--- config.mk ---
export PLATFORM = sky130hd
export DESIGN_NAME = selective_repeat_sender_window
export DESIGN_NICKNAME = d
export VERILOG_FILES = /design/src/rtl/core/srsw_pkg.sv /design/src/rtl/core/selective_repeat_sender_window.sv /design/src/rtl/core/srsw_dp.sv /design/src/rtl/core/srsw_ctl.sv
export SDC_FILE = /design/constraint.sdc
export NUM_CORES = 2
export LEC_CHECK = 0
export ABC_AREA = 0
export BUFFER_PORTS_ARGS = -buffer_cell sky130_fd_sc_hd__buf_2
export CAP_MARGIN = 20
export CORE_MARGIN = 2
export CORE_UTILIZATION = 40
export CTS_CLUSTER_SIZE = 28
export DETAILED_ROUTE_END_ITERATION = 8
export GPL_ROUTABILITY_DRIVEN = 0
export GPL_TIMING_DRIVEN = 1
export SLEW_MARGIN = 15
export SYNTH_ARGS = -nofsm -noshare
export SYNTH_HDL_FRONTEND = slang
export SYNTH_HIERARCHICAL = 1
export SYNTH_SLANG_ARGS = --single-unit
--- constraint.sdc ---
create_clock -name clk -period 8.9 [get_ports clk]
set_input_delay 1.335 -clock clk [delete_from_list [all_inputs] [get_ports clk]]
set_output_delay 1.335 -clock clk [all_outputs]
set_load 0.03 [all_outputs]
--- src/rtl/core/srsw_pkg.sv ---
package srsw_pkg;

  localparam int CNT_W   = 28;
  localparam int MSG_W   = 27;
  localparam int TO_W    = 16;
  localparam int LIM_W   = 8;
  localparam int LEN_W   = 11;
  localparam int SEQ_W   = 16;
  localparam int CFG_W   = 27;
  localparam int CIDX_W  = 3;
  localparam int BURST_W = 5;

  localparam logic [BURST_W-1:0] BURST_MAX = 5'd31;
  localparam logic [4:0] DIV_STEPS = 5'd2;

  localparam logic [CIDX_W-1:0] CFG_MSG_LEN   = 3'd0;
  localparam logic [CIDX_W-1:0] CFG_INIT_TO   = 3'd1;
  localparam logic [CIDX_W-1:0] CFG_TO_CAP    = 3'd2;
  localparam logic [CIDX_W-1:0] CFG_ERR_LIMIT = 3'd3;
  localparam logic [CIDX_W-1:0] CFG_MISS_LIM  = 3'd4;

  localparam logic [TO_W-1:0]  RST_INIT_TO = 16'd200;
  localparam logic [TO_W-1:0]  RST_TO_CAP  = 16'd1000;
  localparam logic [LIM_W-1:0] RST_ERR_LIM = 8'd10;
  localparam logic [LIM_W-1:0] RST_MISS    = 8'd5;

  typedef enum logic [1:0] {
    REQ_START = 2'd0,
    REQ_ACK   = 2'd1,
    REQ_TICK  = 2'd2,
    REQ_POLL  = 2'd3
  } req_t;

  typedef enum logic [2:0] {
    ACT_STATUS   = 3'd0,
    ACT_SEND     = 3'd1,
    ACT_RESEND   = 3'd2,
    ACT_FINISHED = 3'd3,
    ACT_LOST     = 3'd4
  } action_t;

  typedef enum logic [3:0] {
    ST_IDLE,
    ST_DIV,
    ST_DISPATCH,
    ST_ACK_SLIDE,
    ST_ACK_FIN,
    ST_SCAN_RD,
    ST_SCAN_CHK,
    ST_SCAN_FLUSH,
    ST_SCAN_HIT,
    ST_SCAN_POST,
    ST_LOST_FLUSH,
    ST_LOST_CAP,
    ST_FINAL
  } ctl_state_t;

  typedef struct packed {
    action_t          action;
    logic [TO_W-1:0]  timeout;
    logic [SEQ_W-1:0] next;
    logic [SEQ_W-1:0] base;
    logic             last;
    logic [LEN_W-1:0] len;
    logic [SEQ_W-1:0] seq;
  } result_t;

  typedef struct packed {
    logic in_load;
    logic div_step;
    logic start_apply;
    logic ack_mark;
    logic slide_step;
    logic ack_finish;
    logic tick_begin;
    logic poll_update;
    logic cap_status;
    logic scan_read;
    logic scan_next;
    logic scan_hit;
    logic scan_post;
    logic cap_lost;
    logic push;
    logic push_end;
  } dp_cmd_t;

  typedef struct packed {
    logic div_done;
    req_t req;
    logic finished;
    logic poll_ok;
    logic slide_more;
    logic scan_done;
    logic hit;
    logic lost;
    logic pend_valid;
    logic out_free;
  } dp_stat_t;

endpackage

--- src/rtl/core/selective_repeat_sender_window.sv ---
// channel  dir  handshake          fields
// s        in   s_tvalid/s_tready  tuser: req_type; tdata: ack_number, ack_flag,
//                                  checksum_ok, ack_last_flag
// m        out  m_tvalid/m_tready  tuser: action; tdata: seq_num, payload_length,
//                                  last_packet, window_base, next_sequence,
//                                  timeout_now; tlast: run_end
// cfg      in   cfg_we             cfg_index, cfg_data
//
// one word in flight: the sequencer takes it and derives the packet count (reciprocal
// multiply, then remainder), then acts on it: ack slides the window one slot per step;
// poll and start give a single word; tick scans the outstanding slots, up to WINDOW, and
// resends each that timed out; a tick when finished gives a status word. a full output
// register holds the sequencer until m_tready. rst is synchronous and clears the window,
// timers and configuration to their defaults.
module selective_repeat_sender_window import srsw_pkg::*; #(
  parameter int WINDOW        = 32,
  parameter int SEGMENT_BYTES = 1024,
  parameter int SEQ_BITS      = 16
) (
  input  logic              clk,
  input  logic              rst,
  input  logic              s_tvalid,
  output logic              s_tready,
  input  logic [23:0]       s_tdata,   // ack_number, ack_flag, checksum_ok, ack_last_flag
  input  logic [1:0]        s_tuser,   // req_type
  output logic              m_tvalid,
  input  logic              m_tready,
  output logic [79:0]       m_tdata,   // seq_num, payload_length, last_packet,
                                       // window_base, next_sequence, timeout_now
  output logic [2:0]        m_tuser,   // action
  output logic              m_tlast,   // run_end
  input  logic              cfg_we,
  input  logic [CIDX_W-1:0] cfg_index,
  input  logic [CFG_W-1:0]  cfg_data
);

  dp_cmd_t  cmd;
  dp_stat_t stat;
  result_t  out_word;

  srsw_ctl u_ctl (
    .clk      (clk),
    .rst      (rst),
    .in_valid (s_tvalid),
    .in_ready (s_tready),
    .stat     (stat),
    .cmd      (cmd)
  );

  srsw_dp #(
    .WINDOW        (WINDOW),
    .SEGMENT_BYTES (SEGMENT_BYTES),
    .SEQ_BITS      (SEQ_BITS)
  ) u_dp (
    .clk       (clk),
    .rst       (rst),
    .cfg_we    (cfg_we),
    .cfg_index (cfg_index),
    .cfg_data  (cfg_data),
    .in_data   (s_tdata),
    .in_user   (s_tuser),
    .cmd       (cmd),
    .stat      (stat),
    .out_ready (m_tready),
    .out_valid (m_tvalid),
    .out_word  (out_word),
    .out_end   (m_tlast)
  );

  assign m_tdata = {4'b0, out_word.timeout, out_word.next, out_word.base,
                    out_word.last, out_word.len, out_word.seq};
  assign m_tuser = out_word.action;

endmodule

--- src/rtl/core/srsw_dp.sv ---
module srsw_dp import srsw_pkg::*; #(
  parameter int WINDOW        = 32,
  parameter int SEGMENT_BYTES = 1024,
  parameter int SEQ_BITS      = 16
) (
  input  logic              clk,
  input  logic              rst,
  input  logic              cfg_we,
  input  logic [CIDX_W-1:0] cfg_index,
  input  logic [CFG_W-1:0]  cfg_data,
  input  logic [23:0]       in_data,
  input  logic [1:0]        in_user,
  input  dp_cmd_t           cmd,
  output dp_stat_t          stat,
  input  logic              out_ready,
  output logic              out_valid,
  output result_t           out_word,
  output logic              out_end
);

  localparam int SLOT_W = $clog2(WINDOW);
  localparam int REM_W  = $clog2(SEGMENT_BYTES) + 1;
  localparam int DIV_K  = MSG_W + $clog2(SEGMENT_BYTES);
  localparam int RCP_W  = MSG_W + 2;
  localparam int PROD_W = MSG_W + RCP_W;
  localparam logic [31:0] SEQ_MASK = 32'((64'd1 << SEQ_BITS) - 64'd1);
  // rounded-up reciprocal, exact floor quotient for every message length
  localparam logic [RCP_W-1:0] DIV_RCP =
    RCP_W'(((64'd1 << DIV_K) + 64'(SEGMENT_BYTES) - 64'd1) / 64'(SEGMENT_BYTES));
  localparam logic [MSG_W-1:0]  SEG_MSG  = MSG_W'(SEGMENT_BYTES);
  localparam logic [LEN_W-1:0]  SEG_LEN  = LEN_W'(SEGMENT_BYTES);
  localparam logic [CNT_W-1:0]  WIN_CNT  = CNT_W'(WINDOW);
  localparam logic [SLOT_W:0]   WIN_SUM  = (SLOT_W+1)'(WINDOW);
  localparam logic [SLOT_W-1:0] SLOT_TOP = SLOT_W'(WINDOW - 1);

  function automatic logic [SLOT_W-1:0] slot_inc(input logic [SLOT_W-1:0] s);
    slot_inc = (s == SLOT_TOP) ? '0 : s + 1'b1;
  endfunction

  // configuration
  logic [MSG_W-1:0] msg_len;
  logic [TO_W-1:0]  init_to, to_cap;
  logic [LIM_W-1:0] err_lim, miss_lim;

  // latched input word
  req_t        req;
  logic [15:0] ack_num;
  logic        ack_flag, ack_chk, ack_last;

  // packet count
  logic [MSG_W-1:0]  dvd, quo, quo_c, rem_full;
  logic [REM_W-1:0]  rem;
  logic [4:0]        div_cnt;
  logic [PROD_W-1:0] div_prod;

  // window state
  logic [CNT_W-1:0]  base, next, scan_i, ack_idx;
  logic [SLOT_W-1:0] base_slot, next_slot, scan_slot;
  logic [WINDOW-1:0] running, acked;
  logic [31:0]       stamp_mem [WINDOW];
  logic [31:0]       stamp_rd, time_now;
  logic [TO_W-1:0]   cur_to;
  logic [LIM_W-1:0]  resend;
  logic              finished, ack_ok;
  logic [BURST_W-1:0] burst;

  result_t pend;
  logic    pend_valid;

  logic [CNT_W-1:0]  groups, pk_idx, ack_idx_c;
  logic [LEN_W-1:0]  last_len, pk_len;
  logic              pk_last;
  logic [SEQ_W-1:0]  pk_seq, base16, next16;
  logic [31:0]       off, elapsed;
  logic              ack_valid;
  logic [SLOT_W:0]   slot_sum;
  logic [SLOT_W-1:0] ack_slot;
  logic [TO_W-1:0]   init_eff, cap_eff, grown_to;
  logic [TO_W:0]     grown;
  logic [LIM_W-1:0]  resend_inc;
  logic [CNT_W:0]    next_p1;
  logic              new_fin, mem_we;
  logic [SLOT_W-1:0] mem_waddr;

  assign div_prod = PROD_W'(dvd) * PROD_W'(DIV_RCP);
  assign quo_c    = MSG_W'(div_prod >> DIV_K);
  assign rem_full = dvd - quo * SEG_MSG;

  assign groups   = CNT_W'(quo) + CNT_W'(rem != '0);
  assign last_len = (rem != '0) ? LEN_W'(rem) : SEG_LEN;

  assign base16 = SEQ_W'(32'(base) & SEQ_MASK);
  assign next16 = SEQ_W'(32'(next) & SEQ_MASK);

  // packet fields for a send or a resend
  assign pk_idx  = cmd.poll_update ? next : scan_i;
  assign pk_seq  = SEQ_W'(32'(pk_idx) & SEQ_MASK);
  assign pk_last = (groups != '0) && (pk_idx == groups - 1'b1);
  assign pk_len  = pk_last ? last_len : SEG_LEN;

  // ack window check
  assign off       = (32'(ack_num) - 32'(base)) & SEQ_MASK;
  assign ack_valid = !finished && ack_flag && ack_chk && (off < 32'(WINDOW));
  assign ack_idx_c = base + CNT_W'(off[SLOT_W-1:0]);
  assign slot_sum  = {1'b0, base_slot} + {1'b0, off[SLOT_W-1:0]};
  assign ack_slot  = (slot_sum >= WIN_SUM) ? SLOT_W'(slot_sum - WIN_SUM) : SLOT_W'(slot_sum);
  assign new_fin   = finished || (ack_ok && ((base == groups) ||
                     (ack_last && groups != '0 && ack_idx == groups - 1'b1)));

  assign elapsed    = time_now - stamp_rd;
  assign resend_inc = (resend == '1) ? resend : resend + 1'b1;
  assign next_p1    = {1'b0, next} + 1'b1;
  assign init_eff   = (init_to == '0) ? TO_W'(1) : init_to;
  assign cap_eff    = (to_cap == '0) ? TO_W'(1) : to_cap;
  assign grown      = (TO_W+1)'(cur_to) + (TO_W+1)'(cur_to >> 1);
  assign grown_to   = (grown > (TO_W+1)'(cap_eff)) ? cap_eff : grown[TO_W-1:0];

  assign mem_we    = cmd.poll_update || cmd.scan_hit;
  assign mem_waddr = cmd.poll_update ? next_slot : scan_slot;

  always_comb begin
    stat.div_done   = (div_cnt == '0);
    stat.req        = req;
    stat.finished   = finished;
    stat.poll_ok    = !finished && (next < groups) && ((next - base) < WIN_CNT);
    stat.slide_more = (base < next) && acked[base_slot];
    stat.scan_done  = (scan_i >= next) || (burst >= BURST_MAX);
    stat.hit        = running[scan_slot] && !acked[scan_slot] && (elapsed > 32'(cur_to));
    stat.lost       = (next_p1 >= {1'b0, groups}) && (resend >= err_lim);
    stat.pend_valid = pend_valid;
    stat.out_free   = !out_valid || out_ready;
  end

  always_ff @(posedge clk) begin
    if (rst) begin
      msg_len  <= '0;
      init_to  <= RST_INIT_TO;
      to_cap   <= RST_TO_CAP;
      err_lim  <= RST_ERR_LIM;
      miss_lim <= RST_MISS;
    end else if (cfg_we) begin
      case (cfg_index)
        CFG_MSG_LEN:   msg_len  <= cfg_data[MSG_W-1:0];
        CFG_INIT_TO:   init_to  <= cfg_data[TO_W-1:0];
        CFG_TO_CAP:    to_cap   <= cfg_data[TO_W-1:0];
        CFG_ERR_LIMIT: err_lim  <= cfg_data[LIM_W-1:0];
        CFG_MISS_LIM:  miss_lim <= cfg_data[LIM_W-1:0];
        default: ;
      endcase
    end
  end

  // input latch; quotient by reciprocal multiply, then the remainder
  always_ff @(posedge clk) begin
    if (rst) begin
      div_cnt <= '0;
    end else if (cmd.in_load) begin
      req      <= req_t'(in_user);
      ack_num  <= in_data[15:0];
      ack_flag <= in_data[16];
      ack_chk  <= in_data[17];
      ack_last <= in_data[18];
      dvd      <= msg_len;
      quo      <= '0;
      rem      <= '0;
      div_cnt  <= DIV_STEPS;
    end else if (cmd.div_step) begin
      if (div_cnt == DIV_STEPS) begin
        quo <= quo_c;
      end else begin
        rem <= REM_W'(rem_full);
      end
      div_cnt <= div_cnt - 1'b1;
    end
  end

  always_ff @(posedge clk) begin
    if (mem_we) begin
      stamp_mem[mem_waddr] <= time_now;
    end
    if (cmd.scan_read) begin
      stamp_rd <= stamp_mem[scan_slot];
    end
  end

  always_ff @(posedge clk) begin
    if (rst) begin
      base      <= '0;
      next      <= '0;
      base_slot <= '0;
      next_slot <= '0;
      running   <= '0;
      acked     <= '0;
      time_now  <= '0;
      cur_to    <= RST_INIT_TO;
      resend    <= '0;
      finished  <= 1'b0;
      ack_ok    <= 1'b0;
      scan_i    <= '0;
      scan_slot <= '0;
      burst     <= '0;
    end else begin
      if (cmd.start_apply) begin
        base      <= '0;
        next      <= '0;
        base_slot <= '0;
        next_slot <= '0;
        running   <= '0;
        acked     <= '0;
        cur_to    <= init_eff;
        resend    <= '0;
        finished  <= (groups == '0);
      end
      if (cmd.ack_mark) begin
        ack_ok  <= ack_valid;
        ack_idx <= ack_idx_c;
        if (ack_valid) begin
          resend <= '0;
          if (ack_idx_c < next) begin
            acked[ack_slot]   <= 1'b1;
            running[ack_slot] <= 1'b0;
          end
        end
      end
      if (cmd.slide_step) begin
        acked[base_slot] <= 1'b0;
        base             <= base + 1'b1;
        base_slot        <= slot_inc(base_slot);
      end
      if (cmd.ack_finish) begin
        finished <= new_fin;
      end
      if (cmd.tick_begin) begin
        time_now  <= time_now + 1'b1;
        scan_i    <= base;
        scan_slot <= base_slot;
        burst     <= '0;
      end
      if (cmd.poll_update) begin
        running[next_slot] <= 1'b1;
        acked[next_slot]   <= 1'b0;
        next               <= next + 1'b1;
        next_slot          <= slot_inc(next_slot);
      end
      if (cmd.scan_hit) begin
        resend <= resend_inc;
        burst  <= burst + 1'b1;
      end
      if (cmd.scan_next || cmd.scan_post) begin
        scan_i    <= scan_i + 1'b1;
        scan_slot <= slot_inc(scan_slot);
      end
      // timeout grows after too many misses while packets remain
      if (cmd.scan_post && (resend > miss_lim) && (next_p1 < {1'b0, groups})) begin
        cur_to <= grown_to;
        resend <= '0;
      end
      if (cmd.cap_lost) begin
        finished <= 1'b1;
      end
    end
  end

  // pending result and output register
  always_ff @(posedge clk) begin
    if (rst) begin
      pend_valid <= 1'b0;
      out_valid  <= 1'b0;
    end else begin
      if (cmd.push) begin
        out_word   <= pend;
        out_end    <= cmd.push_end;
        out_valid  <= 1'b1;
        pend_valid <= 1'b0;
      end else if (out_valid && out_ready) begin
        out_valid <= 1'b0;
      end
      if (cmd.start_apply) begin
        pend.action  <= (groups == '0) ? ACT_FINISHED : ACT_STATUS;
        pend.seq     <= '0;
        pend.len     <= '0;
        pend.last    <= 1'b0;
        pend.base    <= '0;
        pend.next    <= '0;
        pend.timeout <= init_eff;
        pend_valid   <= 1'b1;
      end
      if (cmd.ack_finish) begin
        pend.action  <= (!finished && new_fin) ? ACT_FINISHED : ACT_STATUS;
        pend.seq     <= '0;
        pend.len     <= '0;
        pend.last    <= 1'b0;
        pend.base    <= base16;
        pend.next    <= next16;
        pend.timeout <= cur_to;
        pend_valid   <= 1'b1;
      end
      if (cmd.cap_status || cmd.cap_lost) begin
        pend.action  <= cmd.cap_lost ? ACT_LOST : ACT_STATUS;
        pend.seq     <= '0;
        pend.len     <= '0;
        pend.last    <= 1'b0;
        pend.base    <= base16;
        pend.next    <= next16;
        pend.timeout <= cur_to;
        pend_valid   <= 1'b1;
      end
      if (cmd.poll_update || cmd.scan_hit) begin
        pend.action  <= cmd.poll_update ? ACT_SEND : ACT_RESEND;
        pend.seq     <= pk_seq;
        pend.len     <= pk_len;
        pend.last    <= pk_last;
        pend.base    <= base16;
        pend.next    <= cmd.poll_update ? SEQ_W'(32'(next + 1'b1) & SEQ_MASK) : next16;
        pend.timeout <= cur_to;
        pend_valid   <= 1'b1;
      end
    end
  end

endmodule

--- src/rtl/core/srsw_ctl.sv ---
module srsw_ctl import srsw_pkg::*; (
  input  logic     clk,
  input  logic     rst,
  input  logic     in_valid,
  output logic     in_ready,
  input  dp_stat_t stat,
  output dp_cmd_t  cmd
);

  ctl_state_t state, state_next;

  always_ff @(posedge clk) begin
    if (rst) begin
      state <= ST_IDLE;
    end else begin
      state <= state_next;
    end
  end

  always_comb begin
    state_next = state;
    case (state)
      ST_IDLE:      if (in_valid) state_next = ST_DIV;
      ST_DIV:       if (stat.div_done) state_next = ST_DISPATCH;
      ST_DISPATCH: begin
        case (stat.req)
          REQ_START: state_next = ST_FINAL;
          REQ_ACK:   state_next = ST_ACK_SLIDE;
          REQ_TICK:  state_next = stat.finished ? ST_FINAL : ST_SCAN_RD;
          REQ_POLL:  state_next = ST_FINAL;
          default:   state_next = ST_FINAL;
        endcase
      end
      ST_ACK_SLIDE: if (!stat.slide_more) state_next = ST_ACK_FIN;
      ST_ACK_FIN:   state_next = ST_FINAL;
      ST_SCAN_RD:   state_next = stat.scan_done ? ST_FINAL : ST_SCAN_CHK;
      ST_SCAN_CHK: begin
        if (!stat.hit) state_next = ST_SCAN_RD;
        else if (stat.pend_valid) state_next = ST_SCAN_FLUSH;
        else state_next = ST_SCAN_HIT;
      end
      ST_SCAN_FLUSH: if (stat.out_free) state_next = ST_SCAN_HIT;
      ST_SCAN_HIT:   state_next = ST_SCAN_POST;
      ST_SCAN_POST:  state_next = stat.lost ? ST_LOST_FLUSH : ST_SCAN_RD;
      ST_LOST_FLUSH: if (stat.out_free) state_next = ST_LOST_CAP;
      ST_LOST_CAP:   state_next = ST_FINAL;
      ST_FINAL:      if (stat.out_free) state_next = ST_IDLE;
      default:       state_next = ST_IDLE;
    endcase
  end

  always_comb begin
    cmd      = '0;
    in_ready = 1'b0;
    case (state)
      ST_IDLE: begin
        in_ready    = 1'b1;
        cmd.in_load = in_valid;
      end
      ST_DIV: cmd.div_step = !stat.div_done;
      ST_DISPATCH: begin
        case (stat.req)
          REQ_START: cmd.start_apply = 1'b1;
          REQ_ACK:   cmd.ack_mark = 1'b1;
          REQ_TICK: begin
            cmd.tick_begin = 1'b1;
            cmd.cap_status = stat.finished;
          end
          REQ_POLL: begin
            cmd.poll_update = stat.poll_ok;
            cmd.cap_status  = !stat.poll_ok;
          end
          default: ;
        endcase
      end
      ST_ACK_SLIDE: cmd.slide_step = stat.slide_more;
      ST_ACK_FIN:   cmd.ack_finish = 1'b1;
      ST_SCAN_RD: begin
        cmd.scan_read  = !stat.scan_done;
        // no resend this tick: a lone status word ends the run
        cmd.cap_status = stat.scan_done && !stat.pend_valid;
      end
      ST_SCAN_CHK:   cmd.scan_next = !stat.hit;
      ST_SCAN_FLUSH: cmd.push = stat.out_free;
      ST_SCAN_HIT:   cmd.scan_hit = 1'b1;
      ST_SCAN_POST:  cmd.scan_post = !stat.lost;
      ST_LOST_FLUSH: cmd.push = stat.out_free;
      ST_LOST_CAP:   cmd.cap_lost = 1'b1;
      ST_FINAL: begin
        cmd.push     = stat.out_free;
        cmd.push_end = 1'b1;
      end
      default: ;
    endcase
  end

endmodule

==> metrics.cfg <==
[run_status]
status=completed

[setup_path]
crit_buf_inv=3
worstSetupPathType=register to register
start_kind=register
crit_required_ns=9.57
critical-path-top-delay-family=simple AND/OR/NAND/NOR gates
cp_max_fo=15
critPathMostFrequentCell=nor4_1
max_stage_delay_ns=0.72
slowest_stage=or4_1
arrival_ns=8.67
regToRegSetupSlack_ns=0.89
end_kind=register

[layout]
final_common_cell=edfxtp_1
layout-drive-gt1-share_pct=17.7
num-fill-cells=16800
final_cell_mix=1,319 x edfxtp_1, 428 x nand2_1, 342 x nor2_1, 331 x mux4_2, 306 x dfxtp_1
area_growth_pct=13.3
multiInputGateArea_um2=28800
nNetsFinal=6161
regArea_um2=45900

[timing]
slew_headroom_pct=17.9
hold_viol=0
finalSetupViolCount=0
maxSlewViolCount=0
fmax_mhz=125
finClkSkew_ns=0.0622
worstMarginPinSlew_ns=1.22
tns_ns=0
post-route-min-period_ns=8.01
min_period_over_period_pct=90.0
grt_setup_unrepaired=false

[die]
coreArea_um2=190000
pin_count=147
die_area_um2=195000
die_x_um=441
dieHeight_um=441
rows=160
start_util_pct=40.2

[logic_synthesis]
synth_largest_area_cell=edfxtp_1
synth_top_area_share_pct=51.8
yosysSeqAreaShare_pct=60.0
synth_cells=5672
ys_seq_elements=1631
synth_edf_count=1319
synthTopCellsByArea=edfxtp_1 52%, mux4_2 9.8%, dfxtp_1 8.2%
netlist_area_um2=76400
synth-main-ff-cell=edfxtp_1
ys_warn_count=6
synth_area_per_cell_um2=13.5
async_flop_share_pct=0
synth.distinct_cells=116

[pwr]
p_int_mw=13.6
power_mw=18.4
switching_share_pct=26.3
p_sw_mw=4.85
powerDensity_nw_per_um2=213
p_clk_share_pct=38.5
max-vdd-ir-drop_mv=0.196
sequentialPowerShare_pct=47.3
power_frac_comb_pct=14.2
p_leak_nw=29.1

[clock_tree]
cts_buffer_depth=3
cts-root-buf=clkbuf_16
htree_levels=4
cts-resized-gates=0
clock_latency_ns=0.82
clkTransAtPathRegs_ns=0.06
post-cts-setup-buffers=0
holdBufCountCts=0
numCtsBuffers=166
tritoncts=done
cts_num_sinks=1631

[drt]
dr.pass1.iters=6
drc=0
drtIter0Drc=5227
wl_per_cell_um=25.4
drt_wl_total_um=216000
ant_nets=0
drt-vias-per-instance=5.86
vias=49700

[place]
dp_hpwl_um=140000
io_buffers=137

[flow_run]
cap_violations=0

[global_routing]
grt_usage_pct=21.9
grt_antenna_before_repair=5
grt_max_degree=150
gr-total-overflow=0
grt_pass1_vias=48200
grt_first_pass_wirelength_um=318000

[worst_hold_path]
hold_class=register to register

flip-flops by register name (all words and copies together), names as in the netlist, 17 cells and up:
register	count
u_dp/ack_idx	28
u_dp/acked	32
u_dp/base	28
u_dp/dvd	27
u_dp/msg_len	27
u_dp/next	28
u_dp/out_word	79
u_dp/pend	79
u_dp/quo	17
u_dp/running	32
u_dp/scan_i	28
u_dp/stamp_mem	1024
u_dp/stamp_rd	32
u_dp/time_now	32
synthesized netlist by cell type, types with 114 or more instances:
| master | instances |
|---|---|
| nor3_1 | 114 |
| inv_1 | 231 |
| clkbuf_1 | 225 |
| edfxtp_1 | 1319 |
| nand2_1 | 428 |
| nand3_1 | 156 |
| nor2_1 | 379 |
| a21oi_1 | 281 |
| mux4_2 | 331 |
| xnor2_1 | 152 |
| ha_1 | 259 |
| dfxtp_1 | 312 |
| o21ai_0 | 201 |
power groups by stage:
stage,Sequential [mW],Clock (mW),Combinational [mW]
detailed placement,8.87,0,2.61
global placement,8.87,0,2.57
floorplan,8.76,0,1.82
global route,8.74,7.57,2.80
finish,8.72,7.10,2.62
CTS,8.71,7.25,2.62
cell type report:
cell class	count	share of cell area (%)
Antenna cell	4	0.0116
Clock buffer	210	5.18
Clock inverter	95	1.29
Inverter	237	1.03
Multi-Input combinational cell	3501	33.2
Sequential cell	1631	53.0
Tap cell	2511	3.63
Timing Repair Buffer	299	2.65
per-layer routing:
layer / up-vias / wire length (um) / GRT usage (%)
met3: 448 / 15600 / 3.71
met4: 0 / 8330 / 8.22
li1: 22100 / - / -
met5: - / 0 / 0
met2: 2097 / 103000 / 35.7
met1: 25100 / 89200 / 29.4
worst paths after layout:
kind	start	end	cells past startpoint
hold / removal	u_dp/pend[43]	u_dp/out_word[43]	0
setup / recovery	u_dp/rem[10]	u_dp/pend[17]	29
hold reg to reg	u_dp/pend[43]	u_dp/out_word[43]	0
setup reg to reg	u_dp/rem[10]	u_dp/pend[17]	29
logic make-up (layout without fill, tap and decap cells):
logic type | count (synthesis) | after routing | share of synthesized area [%]
other cells | 1 | 8 | 0.00491
xor+xnor | 226 | 226 | 2.81
buf+inv | 543 | 841 | 2.82
simple gates | 1601 | 1601 | 10.4
fa+ha+maj | 266 | 266 | 4.40
mux | 430 | 430 | 11.1
flops | 1631 | 1631 | 60.0
compound gates | 974 | 974 | 8.40
metrics by stage:
step / utilization (%) / std cells / setup slack [ns] / hold WS [ns] / cell area (um2)
4_1_cts: 45.6 / 8481 / 1.03 / 0.385 / 86500
5_1_grt: 45.6 / 8486 / 0.323 / 0.401 / 86600
6_report: 45.6 / 8488 / 0.891 / 0.394 / 86600
3_5_place_dp: 42.6 / 8176 / 1.07 / 0.405 / 80900
2_1_floorplan: - / 5675 / 0.547 / 0.400 / 76400
3_3_place_gp: 42.6 / 8175 / 1.16 / 0.403 / 80900
worst reg2reg max path: cells and delay by family (launching register included):
kind	cells	cell delay, ns
multiplexers	1	0.39
AO/OA/AOI/OAI	6	1.12
flip-flops	1	0.36
buffers and inverters	3	0.66
adder cells (fa/ha/maj)	2	0.49
AND/OR/NAND/NOR	17	4.85
(Power assumes the default switching activity.)
